===== src/rtl/cpc_pkg.sv =====
// Shared types and constants for the coprime pair counter.
package cpc_pkg;
  localparam int MaxValue = 65536;
  localparam int IdxW = 17;
  localparam int CntW = 33;
  localparam int SumW = 40;
  localparam int MuW = 2;
  localparam int FacW = 17;

  localparam logic [MuW-1:0] MU_ZERO = 2'b00;
  localparam logic [MuW-1:0] MU_POS  = 2'b01;
  localparam logic [MuW-1:0] MU_NEG  = 2'b11;

  // one classified query handed from front to back
  typedef struct packed {
    logic [IdxW-1:0] a;
    logic [IdxW-1:0] b;
    logic [IdxW-1:0] c;
    logic [IdxW-1:0] d;
    logic            err;
  } query_t;

  localparam int QDepth = 2;
endpackage


===== src/rtl/cpc_front.sv =====
// Front part: input transfer, range checks, two-entry query queue.
module cpc_front (
  input  logic                 clk,
  input  logic                 rst_n,
  input  logic                 in_tvalid,
  output logic                 in_tready,
  input  logic [71:0]          in_tdata,
  output logic                 q_valid,
  input  logic                 q_pop,
  output cpc_pkg::query_t      q_head
);
  localparam int W = cpc_pkg::IdxW;
  cpc_pkg::query_t ent_r [cpc_pkg::QDepth];
  logic [1:0] cnt_r, cnt_nxt;
  logic       wp_r, rp_r;
  cpc_pkg::query_t cls;
  logic push;
  logic [W-1:0] a, b, c, d;

  assign a = in_tdata[W-1:0];
  assign b = in_tdata[2*W-1:W];
  assign c = in_tdata[3*W-1:2*W];
  assign d = in_tdata[4*W-1:3*W];

  // classify: zero bound, empty range, bound beyond table
  always_comb begin
    cls.a = a; cls.b = b; cls.c = c; cls.d = d;
    cls.err = (a == '0) || (b == '0) || (c == '0) || (d == '0) ||
              (a > b) || (c > d) ||
              (b > W'(cpc_pkg::MaxValue)) || (d > W'(cpc_pkg::MaxValue));
  end

  assign in_tready = (cnt_r != 2'(cpc_pkg::QDepth));
  assign push      = in_tvalid && in_tready;
  assign q_valid   = (cnt_r != 2'd0);
  assign q_head    = ent_r[rp_r];

  always_comb begin
    cnt_nxt = cnt_r;
    if (push && !q_pop) cnt_nxt = cnt_r + 2'd1;
    else if (!push && q_pop) cnt_nxt = cnt_r - 2'd1;
  end

  always_ff @(posedge clk) begin
    if (!rst_n) begin
      cnt_r <= '0; wp_r <= 1'b0; rp_r <= 1'b0;
    end else begin
      cnt_r <= cnt_nxt;
      if (push) wp_r <= ~wp_r;
      if (q_pop) rp_r <= ~rp_r;
    end
    if (push) ent_r[wp_r] <= cls;
  end
endmodule


===== config.mk =====
export PLATFORM = sky130hd
export DESIGN_NAME = cpc_front
export DESIGN_NICKNAME = d
export VERILOG_FILES = /design/src/rtl/cpc_pkg.sv /design/src/rtl/cpc_front.sv
export SDC_FILE = /design/constraint.sdc
export NUM_CORES = 1
export LEC_CHECK = 0
export BUFFER_PORTS_ARGS = -buffer_cell sky130_fd_sc_hd__clkbuf_2
export CAP_MARGIN = 20
export CORE_AREA = 4 4 137 139
export CTS_CLUSTER_DIAMETER = 30
export CTS_CLUSTER_SIZE = 28
export DETAILED_ROUTE_END_ITERATION = 10
export DIE_AREA = 0 0 141 143
export GPL_TIMING_DRIVEN = 0
export SKIP_LAST_GASP = 1
export SYNTH_ARGS = -nofsm -noshare
export SYNTH_HDL_FRONTEND = slang
export SYNTH_SLANG_ARGS = --single-unit

===== constraint.sdc =====
create_clock -name clk -period 8.7 [get_ports clk]
set_input_delay 0.435 -clock clk [delete_from_list [all_inputs] [get_ports clk]]
set_output_delay 0.435 -clock clk [all_outputs]
set_load 0.01 [all_outputs]

# Yosys cells after proc, flatten, opt, wreduce, memory -nomap -nowiden
# Memories as Yosys holds them, arrays and structs flattened. A register that Yosys moved wholly into a read port is not among the register bits.
# Cells that the tools add are included.
dict set report classes {
  addsub 2
  magnitude_cmp 4
  eq_ne 1
  reduce_logical 18
  n_mux 6
  bitwise 2
}
# op n
set ops {}
lappend ops {{17-bit zero test} 4}
lappend ops {{17-bit greater-than comparator} 2}
lappend ops {{17-bit greater-than comparator, second input constant} 2}
lappend ops {{1-bit logical OR} 7}
lappend ops {{1-bit two-way mux} 4}
lappend ops {{2-bit two-way mux} 2}
lappend ops {{2-bit nonzero test} 2}
lappend ops {{1-bit logical AND} 3}
lappend ops {{2-bit by 1-bit adder with 2-bit output, second input constant} 1}
lappend ops {{1-bit zero test} 2}
lappend ops {{2-bit != test, second input constant} 1}
lappend ops {{1-bit NOT} 2}
lappend ops {{2-bit by 1-bit subtractor with 2-bit output, second input constant} 1}
dict set report totals {
  ram_bits 138
  n_memories 1
  ff_bits 4
  input_bits 76
  word_cells 37
  output_inout_bits 71
}
# name depth width read_ports rd_clocked_by_memory_dff write_ports line
set memory_table {}
lappend memory_table {ent_r 2 69 1 1 1 cpc_front.sv:13} ;# cpc_pkg::query_t ent_r [cpc_pkg::QDepth];

# Longest topological paths before layout
dict set report logic_depth {
  depth_word 8
  ltp_mapped 7
  mapped_depth_nobuf 7
}

# Least setup slack after synthesis
# Ideal clock, no wire load.
dict set report synth_path {
  path_kind {register to register}
  from {reg cnt_r[0]}
  to {mem ent_r[0][0] (netlist name) (enable)}
  arrival_time_ps 3589
  setup_ps 498
  synth_period_minus_slack_ps 4087
  path_stages_with_launch 4
  path_buffers 0
  setup_slack_ps 4613
  required_time_ps 8202
  path_cell_list {dfxtp_1 -> nand2b_1 -> nand2_1 -> nor2_1}
}
dict set report synth_between {
  elab_chain_len 4
}
# item line
set synth_rtl {}
lappend synth_rtl {{start: declaration} cpc_front.sv:14} ;# logic [1:0] cnt_r, cnt_nxt;
lappend synth_rtl {{start signal: assignment} cpc_front.sv:48} ;# cnt_r <= cnt_nxt;
lappend synth_rtl {{2-bit != test} cpc_front.sv:33} ;# assign in_tready = (cnt_r != 2'(cpc_pkg::QDepth));
lappend synth_rtl {{named net in_tready} cpc_front.sv:6} ;# output logic in_tready,
lappend synth_rtl {{1-bit logical AND} cpc_front.sv:34} ;# assign push = in_tvalid && in_tready;
lappend synth_rtl {{1-bit two-way mux} cpc_front.sv:52} ;# if (push) ent_r[wp_r] <= cls;
lappend synth_rtl {{1-bit two-way mux (not written as such)} cpc_front.sv:52}
lappend synth_rtl {{end: declaration} cpc_front.sv:13}
# The timed path passes the listed nets, and every way through them passes these cells.

==> reports/summary.log <==
qor: logic_synthesis.cell_count_after_synthesis 385
qor: setup_path.worst_r2r_startpoint cnt_r[0]
qor: drt.post_drt_wl_per_cell 17.62 um
qor: drt.routed_wl 13.94 mm
qor: pwr.power.net_switching 454.2 uW
qor: setup_path.critPathSlowestCell sky130_fd_sc_hd__mux2_1
qor: drt.drc 0
qor: floorplan.rows 49
qor: sta.min_period_over_period 26.84%
qor: cts.hold_buffers 0
qor: floorplan.floorplan.die.height 143 um
qor: grt.gr-total-overflow 0
qor: outcome.status complete, no violations
qor: pwr.ir_drop 120.7 uV
qor: cells_and_area.final_design_area_no_fill 7856 um^2
qor: logic_synthesis.ys_warn_count 0
qor: setup_path.critical-path-top-delay-family buffers and inverters
qor: setup_path.path_max_fanout 10
qor: hold_path.holdPathStages 1
qor: cells_and_area.insertedDiodeCount 0
qor: place.hpwl 10.53 mm
qor: pwr.p_leak 3.154 nW
qor: sta.grt_setup_unrepaired false
qor: job.max-cap-violations 0
qor: cells_and_area.syn2layout_area_growth 26.36%
qor: hold_path.worstHoldEndpoint ent_r[1][46]
qor: cts.cts-buffers-inserted 17
qor: cells_and_area.nFillCells 1,600
qor: setup_path.r2r.worst_path.cells 4
qor: cts.cts-resized-gates 0
qor: logic_synthesis.postSynthRegisterBits 143
qor: sta.fin_max_slew_vios 0
qor: cts.post_cts.repair.setup_buffers 0
qor: cts.clock_tree.htree_level_count 4
qor: grt.antenna_found_initial 0
qor: logic_synthesis.synth_top_cells_by_area sky130_fd_sc_hd__edfxtp_1 (67%), sky130_fd_sc_hd__mux2_1 (12%), sky130_fd_sc_hd__ha_1 (7.0%)
qor: drt.via_density_per_instance 4.780
qor: logic_synthesis.synth_area_leader_cell sky130_fd_sc_hd__edfxtp_1
qor: logic_synthesis.synth_top_cells_by_count sky130_fd_sc_hd__edfxtp_1 (138), sky130_fd_sc_hd__mux2_1 (69), sky130_fd_sc_hd__inv_1 (36)
qor: logic_synthesis.postSynth.topFlopCell sky130_fd_sc_hd__edfxtp_1
qor: setup_path.critical_path_cell_sequence buf_2 > buf_2 > buf_4 > mux2_1 > clkbuf_2
qor: logic_synthesis.synth.avg_cell_area 16.15 um^2
qor: pwr.power.share.combinational 15.0%
qor: setup_path.worst_ep_required 8270 ps
qor: setup_path.worst_setup_path_start_kind register
qor: place.cell_area_after_placement 7287 um^2
qor: logic_synthesis.synth_top_area_share 66.65%
qor: logic_synthesis.ys_async_sr_fraction 0%
qor: cts.clock_tree.buffer_depth 2
qor: drt.route.antenna.remaining_nets 0
qor: logic_synthesis.ys_types 38
qor: setup_path.worst_path_largest_cell_delay 360 ps
qor: grt.track_usage 14.43%
qor: pwr.pwr-share-clk 38.4%
qor: pwr.power_frac_seq 46.6%
qor: grt.largest_net_degree_at_the_start_of_global_routing 41
qor: floorplan.initial_core_util 35.21%
qor: place.port_buffers 142
qor: sta.final.min_clock_period 2336 ps
qor: pwr.switching_part_of_the_total_power 24.96%
qor: drt.vias 3,781
qor: cts.cts_root_buffer sky130_fd_sc_hd__clkbuf_16
qor: sta.tightest_slew 633.0 ps
qor: hold_path.hold_path.startpoint in_tdata[28]
qor: cells_and_area.layout.nets 660
qor: setup_path.crit_type reg -> out
qor: sta.worst_slack 6364 ps
qor: cts.tritoncts_clock_tree yes
qor: logic_synthesis.synthMostInstantiatedCell sky130_fd_sc_hd__edfxtp_1
qor: sta.setup-tns-final 0 ps
qor: sta.report.final.hold_viol_count 0
qor: floorplan.overall_die_area 20,160 um^2
qor: sta.setup_violations 0
qor: pwr.p_int 1.366 mW
qor: hold_path.hp-class in -> reg
qor: floorplan.die_w 141 um
qor: cells_and_area.area.sequential 4244 um^2
qor: sta.worst_clock_skew 4.552 ps
qor: cts.clk_latency 410 ps
qor: logic_synthesis.syn-cell-area 6217 um^2
qor: grt.grt_pass1_wl 22.06 mm
qor: drt.detailedRoute.firstPassIterationCount 6
qor: setup_path.rrSetupSlack 6890 ps
qor: setup_path.critPathArrivalTime 1900 ps
qor: logic_synthesis.synth_enable_flop_cells 138
qor: pwr.power-per-cell-area 231.6 nW/um^2
qor: logic_synthesis.postSynthNetCount 496
qor: place.worst_setup_slack_before_clock_tree_synthesis 6387 ps
qor: sta.slew_headroom 57.70%
qor: place.finalWeightedCongestion 0.7882
qor: cts.clock-sinks 143
qor: grt.number_of_global_route_vias_before_repair 4,073
qor: floorplan.pin_count 147
qor: cells_and_area.multi_input_area 1804 um^2
qor: drt.detail_route.iter0.violations 157
qor: logic_synthesis.seq_area_frac_synth 68.26%
qor: floorplan.core_area 17,660 um^2
qor: cells_and_area.share_of_layout_cells_above_drive_strength_1 33.63%
qor: sta.clock.fmax 428.2 MHz
qor: setup_path.timing.critical_path.mode_cell sky130_fd_sc_hd__buf_2
qor: setup_path.number_of_buffers_and_inverters_on_the_critical_path 4
qor: setup_path.crit-reg2reg-capture ent_r[0][63]
qor: cts.clk_pin_slew_worst_paths 60 ps
qor: setup_path.worst_setup_path_end_kind output port
## cell families after synthesis
kind of cell | Yosys count | share of synthesized area, %
simple gates | 58 | 5.414
xor+xnor | 5 | 0.7045
fa+ha+maj | 35 | 7.044
compound gates | 30 | 3.160
mux | 69 | 12.50
flops | 143 | 68.26
buf+inv | 45 | 2.918
## sequential cells by signal, indices dropped and copies added (netlist names), named ones only
name	cells
rp_r	1
ent_r	138
wp_r	1
cnt_r	2
## worst reg2reg max path, stage by stage, from the launching register on
cell and delay, ps:
sky130_fd_sc_hd__dfxtp_1 390, sky130_fd_sc_hd__nand2b_1 170, sky130_fd_sc_hd__nand2_1 130, sky130_fd_sc_hd__nor2_4 520
sky130_fd_sc_hd__buf_12 280
## placed cells by master (no fill, tap or decap), types with 4 or more instances in the layout
master / netlist / layout
sky130_fd_sc_hd__clkbuf_2: 0 / 142
sky130_fd_sc_hd__dfxtp_1: 5 / 5
sky130_fd_sc_hd__ha_1: 35 / 35
sky130_fd_sc_hd__nor4_1: 17 / 17
sky130_fd_sc_hd__buf_2: 7 / 7
sky130_fd_sc_hd__clkbuf_16: 0 / 17
sky130_fd_sc_hd__a21o_1: 4 / 4
sky130_fd_sc_hd__nand2_1: 7 / 7
sky130_fd_sc_hd__mux2_1: 69 / 69
sky130_fd_sc_hd__nand4_1: 11 / 11
sky130_fd_sc_hd__inv_1: 36 / 36
sky130_fd_sc_hd__and2_1: 4 / 4
sky130_fd_sc_hd__a21oi_1: 10 / 10
sky130_fd_sc_hd__nor2_1: 5 / 4
sky130_fd_sc_hd__edfxtp_1: 138 / 138
## per-stage QoR
step           utilization, %  instances  total power, mW  hold slack [ps]
6_report                44.49        791            1.820            250.4
5_1_grt                 44.49        791            1.905            235.4
4_1_cts                 44.49        791            1.845            230.6
3_5_place_dp            41.27        759            1.143            516.9
3_3_place_gp            40.86        756            1.134            475.5
2_1_floorplan               -        385            1.012            465.5
## layout make-up
| type | count | area share [%] |
|---|---|---|
| Inverter | 37 | 1.768 |
| Multi-Input combinational cell | 197 | 22.97 |
| Sequential cell | 143 | 54.02 |
| Clock buffer | 18 | 5.463 |
| Clock inverter | 14 | 1.784 |
| Tap cell | 229 | 3.647 |
| Buffer | 8 | 0.5415 |
| Timing Repair Buffer | 145 | 9.810 |
## power groups by stage
stage | Sequential [mW] | Combinational (mW) | Clock [mW]
floorplan | 0.864 | 0.148 | 0
global placement | 0.870 | 0.264 | 0
detailed placement | 0.863 | 0.280 | 0
CTS | 0.849 | 0.281 | 0.715
global route | 0.854 | 0.304 | 0.746
finish | 0.848 | 0.273 | 0.699
## how the worst max path moves through the flow
stage                 startpoint  cells after the start            to  slack (ps)
floorplan               cnt_r[0]                      3   ent_r[0][0]        4610
global placement        cnt_r[0]                      3  ent_r[0][65]        2950
detailed placement  in_tdata[54]                      8   ent_r[1][0]        6390
CTS                     register                      5    q_head[63]        6260
global route            register                      5    q_head[63]        6200
finish                  register                      5    q_head[63]        6360
## per-layer routing
layer / share of wire [%] / vias to the layer above / global-route usage (%)
met5: 0 / - / 0
met1: 42 / 1852 / 17.35
met2: 50 / 110 / 24.45
li1: - / 1808 / -
met3: 6.7 / 11 / 5.358
met4: 0.95 / 0 / 4.131
Power figures use the tool's default switching activity.
